### src/hdl/gdi_pkg.sv
// ----------------------------------------------------------------------------
// gdi_pkg
// Types and constants shared by the gyro dead-band integrator modules.
// ----------------------------------------------------------------------------
package gdi_pkg;

   // number of axis lanes carried in the payloads
   localparam int MAX_AXES = 3;

   // depth of the queue between the front and the back
   localparam int QUEUE_DEPTH = 2;

   // field widths
   localparam int RAW_W   = 16;
   localparam int ABS_W   = RAW_W + 1;
   localparam int SCALE_W = 16;
   localparam int MAG_W   = ABS_W + SCALE_W;
   localparam int FRAC_W  = 16;
   localparam int WHOLE_W = MAG_W - FRAC_W;
   localparam int ACC_W   = 32;
   localparam int CSR_IDX_W  = 2;
   localparam int CSR_DATA_W = 16;

   // item modes
   localparam logic [1:0] MODE_CAL    = 2'd0;
   localparam logic [1:0] MODE_MEAS   = 2'd1;
   localparam logic [1:0] MODE_FINISH = 2'd2;

   // control register indexes
   localparam logic [CSR_IDX_W-1:0] CSR_RATE_SCALE  = 2'd0;
   localparam logic [CSR_IDX_W-1:0] CSR_NOISE_CEIL  = 2'd1;

   // control register reset values
   localparam logic [SCALE_W-1:0]    RATE_SCALE_RESET = 16'd459;
   localparam logic [CSR_DATA_W-1:0] NOISE_CEIL_RESET = 16'd100;

   // saturation value of a threshold
   localparam logic [MAG_W-1:0] THR_MAX = {MAG_W{1'b1}};

   typedef struct packed {
      logic [1:0]              mode;
      logic signed [RAW_W-1:0] x_raw;
      logic signed [RAW_W-1:0] y_raw;
      logic signed [RAW_W-1:0] z_raw;
   } req_type;

   typedef struct packed {
      logic signed [ACC_W-1:0] x_angle;
      logic signed [ACC_W-1:0] y_angle;
      logic signed [ACC_W-1:0] z_angle;
      logic                    is_calibrated;
   } rsp_type;

   // classified item handed from the front to the back
   typedef struct packed {
      logic [1:0]                        mode;
      logic [MAX_AXES-1:0]               neg;
      logic [MAX_AXES-1:0][MAG_W-1:0]    mag;
   } entry_type;

   // queue status seen by the top level
   typedef struct packed {
      logic [$clog2(QUEUE_DEPTH+1)-1:0] count;
      logic                             full;
      logic                             pop;
   } queue_status_type;

endpackage

### src/hdl/gdi_front.sv
// ----------------------------------------------------------------------------
// gdi_front
// Front end: takes the absolute value of each raw sample and scales it to a
// rate magnitude with 16 fraction bits, keeping the sign for the back end.
// ----------------------------------------------------------------------------
module gdi_front (
   input  gdi_pkg::req_type                 req_data,
   input  logic [gdi_pkg::SCALE_W-1:0]      rate_scale,
   output gdi_pkg::entry_type               entry
);

   logic [gdi_pkg::MAX_AXES-1:0][gdi_pkg::RAW_W-1:0] raw;
   logic [gdi_pkg::MAX_AXES-1:0][gdi_pkg::ABS_W-1:0] abs_val;
   logic [gdi_pkg::MAX_AXES-1:0][gdi_pkg::ABS_W-1:0] ext;

   // axis lanes in order x, y, z
   assign raw[0] = req_data.x_raw;
   assign raw[1] = req_data.y_raw;
   assign raw[2] = req_data.z_raw;

   // sign, magnitude and scaling, one multiplier per axis
   always_comb begin
      entry.mode = req_data.mode;
      for (int i = 0; i < gdi_pkg::MAX_AXES; i++) begin
         ext[i]       = {raw[i][gdi_pkg::RAW_W-1], raw[i]};
         entry.neg[i] = raw[i][gdi_pkg::RAW_W-1];
         abs_val[i]   = entry.neg[i] ? gdi_pkg::ABS_W'(~ext[i] + 1'b1) : ext[i];
         entry.mag[i] = gdi_pkg::MAG_W'(abs_val[i]) * gdi_pkg::MAG_W'(rate_scale);
      end
   end

endmodule

### src/hdl/gdi_queue.sv
// ----------------------------------------------------------------------------
// gdi_queue
// Two-entry queue between the front and the back, so that each side can
// stall on its own.
// ----------------------------------------------------------------------------
module gdi_queue (
   input  logic                       clock,
   input  logic                       reset,
   input  logic                       push,
   input  gdi_pkg::entry_type         push_entry,
   input  logic                       pop,
   output logic                       head_valid,
   output gdi_pkg::entry_type         head_entry,
   output gdi_pkg::queue_status_type  status
);

   localparam int PTR_W = $clog2(gdi_pkg::QUEUE_DEPTH);
   localparam int CNT_W = $clog2(gdi_pkg::QUEUE_DEPTH + 1);

   gdi_pkg::entry_type slot_ff [gdi_pkg::QUEUE_DEPTH];
   logic [PTR_W-1:0] wr_ptr_ff, wr_ptr_in;
   logic [PTR_W-1:0] rd_ptr_ff, rd_ptr_in;
   logic [CNT_W-1:0] count_ff, count_in;

   // pointer and fill count update
   always_comb begin
      wr_ptr_in = wr_ptr_ff;
      rd_ptr_in = rd_ptr_ff;
      count_in  = count_ff;
      if (push) begin
         wr_ptr_in = (wr_ptr_ff == PTR_W'(gdi_pkg::QUEUE_DEPTH - 1)) ? '0 : wr_ptr_ff + 1'b1;
      end
      if (pop) begin
         rd_ptr_in = (rd_ptr_ff == PTR_W'(gdi_pkg::QUEUE_DEPTH - 1)) ? '0 : rd_ptr_ff + 1'b1;
      end
      if (push && !pop) begin
         count_in = count_ff + 1'b1;
      end else if (pop && !push) begin
         count_in = count_ff - 1'b1;
      end
   end

   always_ff @(posedge clock) begin
      if (reset) begin
         wr_ptr_ff <= '0;
         rd_ptr_ff <= '0;
         count_ff  <= '0;
      end else begin
         wr_ptr_ff <= wr_ptr_in;
         rd_ptr_ff <= rd_ptr_in;
         count_ff  <= count_in;
      end
   end

   // entry storage
   always_ff @(posedge clock) begin
      if (push) begin
         slot_ff[wr_ptr_ff] <= push_entry;
      end
   end

   assign head_valid   = (count_ff != '0);
   assign head_entry   = slot_ff[rd_ptr_ff];
   assign status.count = count_ff;
   assign status.full  = (count_ff == CNT_W'(gdi_pkg::QUEUE_DEPTH));
   assign status.pop   = pop;

endmodule

### src/hdl/gdi_back.sv
// ----------------------------------------------------------------------------
// gdi_back
// Back end: applies one classified item to the thresholds, accumulators and
// calibrated flag, and holds the result in the output register.
// ----------------------------------------------------------------------------
module gdi_back #(
   parameter int AXIS_COUNT = 3
) (
   input  logic                           clock,
   input  logic                           reset,
   input  logic                           head_valid,
   input  gdi_pkg::entry_type             head_entry,
   output logic                           pop,
   input  logic [gdi_pkg::CSR_DATA_W-1:0] noise_ceiling,
   output logic                           rsp_valid,
   input  logic                           rsp_stall,
   output gdi_pkg::rsp_type               rsp_data,
   output logic                           cal_flag
);

   localparam int MAG_W = gdi_pkg::MAG_W;
   localparam int ACC_W = gdi_pkg::ACC_W;

   logic [gdi_pkg::MAX_AXES-1:0][MAG_W-1:0] thr_ff, thr_in;
   logic [gdi_pkg::MAX_AXES-1:0][ACC_W-1:0] acc_ff, acc_in;
   logic                                    cal_ff, cal_in;
   logic                                    rsp_valid_ff, rsp_valid_in;
   gdi_pkg::rsp_type                        rsp_data_ff, rsp_data_in;

   logic [MAG_W-1:0]                              ceil_mag;
   logic [gdi_pkg::MAX_AXES-1:0][MAG_W:0]         thr_dbl;
   logic [gdi_pkg::MAX_AXES-1:0][ACC_W-1:0]       whole;

   // take the head item when the output register is free or being emptied
   assign pop = head_valid && (!rsp_valid_ff || !rsp_stall);

   assign ceil_mag = {1'b0, noise_ceiling, gdi_pkg::FRAC_W'(0)};

   // per-axis threshold and accumulator update
   always_comb begin
      thr_in = thr_ff;
      acc_in = acc_ff;
      cal_in = cal_ff;
      for (int i = 0; i < gdi_pkg::MAX_AXES; i++) begin
         thr_dbl[i] = {thr_ff[i], 1'b0};
         whole[i]   = ACC_W'(head_entry.mag[i][MAG_W-1:gdi_pkg::FRAC_W]);
         if (pop && (i < AXIS_COUNT)) begin
            case (head_entry.mode)
               gdi_pkg::MODE_CAL: begin
                  if ((head_entry.mag[i] > thr_ff[i]) && (head_entry.mag[i] < ceil_mag)) begin
                     thr_in[i] = head_entry.mag[i];
                  end
               end
               gdi_pkg::MODE_MEAS: begin
                  if (head_entry.mag[i] > thr_ff[i]) begin
                     acc_in[i] = head_entry.neg[i] ? acc_ff[i] - whole[i]
                                                   : acc_ff[i] + whole[i];
                  end
               end
               gdi_pkg::MODE_FINISH: begin
                  thr_in[i] = thr_dbl[i][MAG_W] ? gdi_pkg::THR_MAX : thr_dbl[i][MAG_W-1:0];
               end
               default: begin
               end
            endcase
         end
      end
      if (pop && (head_entry.mode == gdi_pkg::MODE_FINISH)) begin
         cal_in = 1'b1;
      end
   end

   // output register
   always_comb begin
      rsp_valid_in = rsp_valid_ff;
      rsp_data_in  = rsp_data_ff;
      if (pop) begin
         rsp_valid_in              = 1'b1;
         rsp_data_in.x_angle       = acc_in[0];
         rsp_data_in.y_angle       = acc_in[1];
         rsp_data_in.z_angle       = acc_in[2];
         rsp_data_in.is_calibrated = cal_in;
      end else if (!rsp_stall) begin
         rsp_valid_in = 1'b0;
      end
   end

   always_ff @(posedge clock) begin
      if (reset) begin
         thr_ff       <= '0;
         acc_ff       <= '0;
         cal_ff       <= 1'b0;
         rsp_valid_ff <= 1'b0;
      end else begin
         thr_ff       <= thr_in;
         acc_ff       <= acc_in;
         cal_ff       <= cal_in;
         rsp_valid_ff <= rsp_valid_in;
      end
   end

   always_ff @(posedge clock) begin
      rsp_data_ff <= rsp_data_in;
   end

   assign rsp_valid = rsp_valid_ff;
   assign rsp_data  = rsp_data_ff;
   assign cal_flag  = cal_ff;

endmodule

### src/hdl/gyro_deadband_integrator.sv
// ----------------------------------------------------------------------------
// gyro_deadband_integrator
// Three-axis gyro rate integrator with a calibrated dead band.
//
//   channel  direction  handshake          payload
//   req      in         req_valid/stall    gdi_pkg::req_type
//   rsp      out        rsp_valid/stall    gdi_pkg::rsp_type
//   csr      in         csr_valid/ready    csr_index, csr_wdata
//
// One transaction per cycle sustained while req_stall and rsp_stall stay low; a
// result passes the queue slot and then the output register when the output is
// free (front multiplier into the queue, back update into the output register).
// Reset is synchronous and clears thresholds, accumulators, flag and the
// control registers to their reset values.
// rsp_stall holds the output register; the two-entry queue absorbs the
// front while the back waits, and req_stall rises only when the queue is full.
// ----------------------------------------------------------------------------
module gyro_deadband_integrator #(
   parameter int AXIS_COUNT = 3
) (
   input  logic                              clock,
   input  logic                              reset,
   input  logic                              req_valid,
   output logic                              req_stall,
   input  gdi_pkg::req_type                  req_data,
   output logic                              rsp_valid,
   input  logic                              rsp_stall,
   output gdi_pkg::rsp_type                  rsp_data,
   input  logic                              csr_valid,
   output logic                              csr_ready,
   input  logic [gdi_pkg::CSR_IDX_W-1:0]     csr_index,
   input  logic [gdi_pkg::CSR_DATA_W-1:0]    csr_wdata
);

   logic [gdi_pkg::SCALE_W-1:0]    rate_scale_ff, rate_scale_in;
   logic [gdi_pkg::CSR_DATA_W-1:0] noise_ceil_ff, noise_ceil_in;

   gdi_pkg::entry_type             front_entry;
   gdi_pkg::entry_type             head_entry;
   gdi_pkg::queue_status_type      q_status;
   logic                           push;
   logic                           head_valid;
   logic                           pop;
   logic                           cal_flag;

   // control registers
   assign csr_ready = 1'b1;

   always_comb begin
      rate_scale_in = rate_scale_ff;
      noise_ceil_in = noise_ceil_ff;
      if (csr_valid && csr_ready) begin
         case (csr_index)
            gdi_pkg::CSR_RATE_SCALE: rate_scale_in = csr_wdata;
            gdi_pkg::CSR_NOISE_CEIL: noise_ceil_in = csr_wdata;
            default: begin
            end
         endcase
      end
   end

   always_ff @(posedge clock) begin
      if (reset) begin
         rate_scale_ff <= gdi_pkg::RATE_SCALE_RESET;
         noise_ceil_ff <= gdi_pkg::NOISE_CEIL_RESET;
      end else begin
         rate_scale_ff <= rate_scale_in;
         noise_ceil_ff <= noise_ceil_in;
      end
   end

   // front: classify and scale
   gdi_front u_front (
      .req_data   (req_data),
      .rate_scale (rate_scale_ff),
      .entry      (front_entry)
   );

   assign req_stall = q_status.full;
   assign push      = req_valid && !req_stall;

   // queue between front and back
   gdi_queue u_queue (
      .clock      (clock),
      .reset      (reset),
      .push       (push),
      .push_entry (front_entry),
      .pop        (pop),
      .head_valid (head_valid),
      .head_entry (head_entry),
      .status     (q_status)
   );

   // back: state update and result register
   gdi_back #(
      .AXIS_COUNT (AXIS_COUNT)
   ) u_back (
      .clock         (clock),
      .reset         (reset),
      .head_valid    (head_valid),
      .head_entry    (head_entry),
      .pop           (pop),
      .noise_ceiling (noise_ceil_ff),
      .rsp_valid     (rsp_valid),
      .rsp_stall     (rsp_stall),
      .rsp_data      (rsp_data),
      .cal_flag      (cal_flag)
   );

`ifndef SYNTHESIS
   // the back never takes from an empty queue
   a_pop_nonempty: assert property (@(posedge clock) disable iff (reset)
      q_status.pop |-> (q_status.count != '0))
      else $error("pop from empty queue");

   // fill count stays within the queue depth
   a_count_bound: assert property (@(posedge clock) disable iff (reset)
      q_status.count <= ($bits(q_status.count))'(gdi_pkg::QUEUE_DEPTH))
      else $error("queue count overflow");

   // the calibrated flag is sticky
   a_cal_sticky: assert property (@(posedge clock) disable iff (reset)
      cal_flag |=> cal_flag)
      else $error("calibrated flag cleared");

   // an item entering an idle block passes the queue and then the output register
   a_latency: assert property (@(posedge clock) disable iff (reset)
      (push && (q_status.count == '0) && !rsp_valid) |=> ##1 rsp_valid)
      else $error("result missing after idle accept");
`endif

endmodule

### config.mk
export PLATFORM = sky130hd
export DESIGN_NAME = gyro_deadband_integrator
export DESIGN_NICKNAME = d
export VERILOG_FILES = /design/src/hdl/gdi_pkg.sv /design/src/hdl/gdi_front.sv /design/src/hdl/gdi_queue.sv /design/src/hdl/gdi_back.sv /design/src/hdl/gyro_deadband_integrator.sv
export SDC_FILE = /design/constraint.sdc
export NUM_CORES = 2
export LEC_CHECK = 0
export ABC_AREA = 1
export BUFFER_PORTS_ARGS = -buffer_cell sky130_fd_sc_hd__buf_2
export CORE_MARGIN = 4
export CORE_UTILIZATION = 60
export CTS_CLUSTER_DIAMETER = 120
export DETAILED_ROUTE_END_ITERATION = 8
export PLACE_DENSITY = 0.82
export SLEW_MARGIN = 20
export SYNTH_ARGS = -nofsm -noshare
export SYNTH_HDL_FRONTEND = slang
export SYNTH_SLANG_ARGS = --single-unit
### constraint.sdc
create_clock -name clock -period 15 [get_ports clock]
set_input_delay 1.5 -clock clock [delete_from_list [all_inputs] [get_ports clock]]
set_output_delay 1.5 -clock clock [all_outputs]
set_load 0.03 [all_outputs]
==> summary.md <==
| Metric | Value |
|---|---|
| Result of the run | `finished clean` |
| First-pass GRT wire length | `approximately 250 mm` |
| Post-synthesis cell count | `around 7500` |
| Number of buffers added by the clock tree synthesis step | `56` |
| Hold-fix buffers at CTS | `0` |
| Most numerous cell in the Yosys netlist | `nand2_1` |
| H-tree lvl count | `2` |
| Fraction of registers with async set or reset after synthesis | `0%` |
| Crit-path slowest cell | `fa_1` |
| Mean instance size in the synthesized netlist | `7.83 um^2` |
| Number of buffers on the longest clock path | `3` |
| Initial Util | `slightly above 60%` |
| Tcrit/Tclk final | `55.9%` |
| Clock tree from TritonCTS | `yes` |
| Number of DRC violations after detailed routing | `0` |
| 1st-pass router iterations | `6` |
| Minimum clock period after layout | `8.38 ns` |
| Worst Hold Class | `flip-flop to flip-flop` |
| Max-slew violation count | `0` |
| Number of port buffers | `approximately 170` |
| GRT overflow | `0` |
| Post-route insts no fill | `slightly below 9000` |
| Worst-case hold slack | `roughly 0.48 ns` |
| Overall Global Routing Usage | `between 30% and 40%` |
| CP Max Fanout | `18` |
| Number of enable-type register cells in the synthesized netlist | `about 300` |
| Number of vias per cell | `between 5 and 6` |
| Maximum clock skew at final layout | `0.0400 ns` |
| Share of final-layout standard cells stronger than drive strength 1 | `5.76%` |
| Library cell with the largest summed area after synthesis | `fa_1` |
| Final Hold Vio Count | `0` |
| Total negative slack for setup checks | `0 ns` |
| Portion of the post-synthesis area used by sequential elements | `23.4%` |
| Main flop type after synthesis | `edfxtp_1` |
| Fraction of post-synthesis cell area in the top cell type by area | `21.2%` |
| Die width | `322 um` |
| Buffers inserted by post-CTS timing repair | `0` |
| Commonest cells in the netlist | `nand2_1, inv_1, nor2_1` |
| Buffer type at the clock tree root | `clkbuf_16` |
| Arrival time worst endpoint | `8.83 ns` |
| Setup repair after global routing missed its margin | `false` |
| Transition time at the pin with the least slew margin | `between 1 and 1.5 ns` |
| Row cnt | `about 110` |
| Crit path largest cell delay | `~0.52 ns` |
| Number of setup violations in the final report | `0` |
| Number of nets in the final layout | `between 8000 and 9000` |
| Number of different library cells in the post-synthesis netlist | `57` |
| Maximum clock rate | `about 0.12 GHz` |
| Count of nets left with antenna violations after detail routing | `0` |
| Area contributors post-synth | `fa_1, edfxtp_1, ha_1, nand2_1, inv_1` |
| Routed WL | `~160 mm` |
| Detailed Place HPWL | `123 mm` |
| TritonCTS sink count | `539` |
| Initial antenna violation count | `3` |
| Layout-stage area growth over the synthesis result | `6.38%` |
| Cell with the most instances on the worst path | `inv_1` |
| Netlist area before placement | `just under 0.06 mm^2` |
| CP Class | `primary input to flip-flop` |
| # Max-Cap Violations | `0` |
| Count of vias placed by the detailed router | `between 40000 and 50000` |
| Tightest slew margin relative to the limit | `roughly a quarter` |
| Count of cells resized by post-cts repair | `0` |
| Critical path data required time | `around 15 ns` |
| Per-cell routed wire length | `~18 um` |
| Die footprint | `slightly above 0.1 mm^2` |
| Count of filler cells inserted in the layout | `a little over 8000` |
| Die boundary height | `between 300 and 400 um` |
| Fin util | `64.7%` |
| Clock insertion delay at the later pin of the skew report | `~0.66 ns` |
| Area of the core | `0.0971 mm^2` |
| Instance count after placement with tap cells included | `slightly below 9000` |
| DR iter-0 viols | `between 4000 and 5000` |
| IO Count | `173` |
| Count of warnings emitted by yosys | `0` |
| Maximum number of pins on one net before global-route repair | `a little over 80` |
| Vias in the first global route | `about 50000` |
| Global placer's final weighted congestion | `~1` |
| Kind of end point of the critical path | `flip-flop` |
| Register clock-pin slew on the reported worst setup and hold paths | `about 0.06 ns` |
| Number of register bits inferred by synthesis | `roughly 540` |
| Kind of launch point of the worst setup path | `primary input` |
[metrics by stage]
stage               cell area (um^2)  setup WS, ns
finish                         62800          6.62
global route                   62800          6.02
CTS                            62800          6.75
detailed placement             60900          6.10
global placement               60900          6.28
floorplan                      59300          6.89
[cells by family (layout without fill, tap and decap cells)]
group / count (synthesis) / after routing / share of synthesized area, %
buffers and inverters: 1606 / 1681 / 10.6
XOR/XNOR: 219 / 219 / 3.26
adder cells (fa/ha/maj): 1186 / 1186 / 33.1
AND/OR/NAND/NOR: 3110 / 3110 / 21.2
AO/OA/AOI/OAI: 883 / 883 / 8.33
flip-flops: 539 / 539 / 23.4
other: 2 / 50 / 0.0127
multiplexers: 3 / 3 / 0.0508
[layout by cell type, fill, tap and decap left out, types with 59 or more instances in the layout]
| master | instances |
|---|---|
| a21oi_1 | 451 |
| buf_2 | 170 |
| clkbuf_16 | 59 |
| dfxtp_1 | 233 |
| edfxtp_1 | 305 |
| fa_1 | 627 |
| ha_1 | 559 |
| inv_1 | 1329 |
| nand2_1 | 1844 |
| nand3_1 | 205 |
| nor2_1 | 820 |
| nor3_1 | 61 |
| o21ai_0 | 193 |
| o22ai_1 | 80 |
| xnor2_1 | 61 |
| xor2_1 | 157 |
[per-layer routing]
metal	share of wire, %	global-route usage, %	up-vias
li1	-	-	23700
met1	42	40.6	23600
met2	44	48.2	2200
met3	10	7.03	453
met4	4.3	11.8	6
met5	0.024	0	-
[flip-flops by register name, summed over array words and instances (netlist names), named ones only]
register           cells
u_back.rsp_valid       1
u_queue.wr_ptr_ff      1
rate_scale_ff         16
u_back.thr_dbl        99
u_queue.count_ff       2
u_back.cal_flag        1
noise_ceil_ff         16
u_back.acc_ff         96
u_queue.slot_ff      208
u_queue.rd_ptr_ff      1
u_back.rsp_data       97
[worst max-delay path, delay by kind of cell]
kind                     cells  cell delay, ns
AND/OR/NAND/NOR              8            1.34
AO/OA/AOI/OAI                6            1.34
buffers and inverters       10            1.00
adder cells (fa/ha/maj)      8            3.40
XOR/XNOR                     1            0.23
[final cells by class]
class | instances | area (um^2) | area share [%]
Multi-Input combinational cell | 5450 | 39200 | 62.3
Sequential cell | 539 | 13800 | 22.0
Inverter | 1361 | 5120 | 8.14
Tap cell | 1276 | 1600 | 2.54
Clock buffer | 74 | 1580 | 2.51
Timing Repair Buffer | 215 | 1190 | 1.89
Clock inverter | 31 | 337 | 0.536
Antenna cell | 1 | 2.50 | 0.00398
[final timing paths]
path | from | end | slack, ns | cells after the start
max | req_data[16] | u_queue.slot_ff[1][58] | 6.62 | 33
min | u_back.rsp_valid | u_back.rsp_valid | 0.48 | 2
max reg2reg | rate_scale_ff[4] | u_queue.slot_ff[1][58] | 7.62 | 22
min reg2reg | u_back.rsp_valid | u_back.rsp_valid | 0.48 | 2
Power is left out: the tool's default activity adds up to more than one toggle a clock period on the data nets, which glitch-free logic cannot reach.
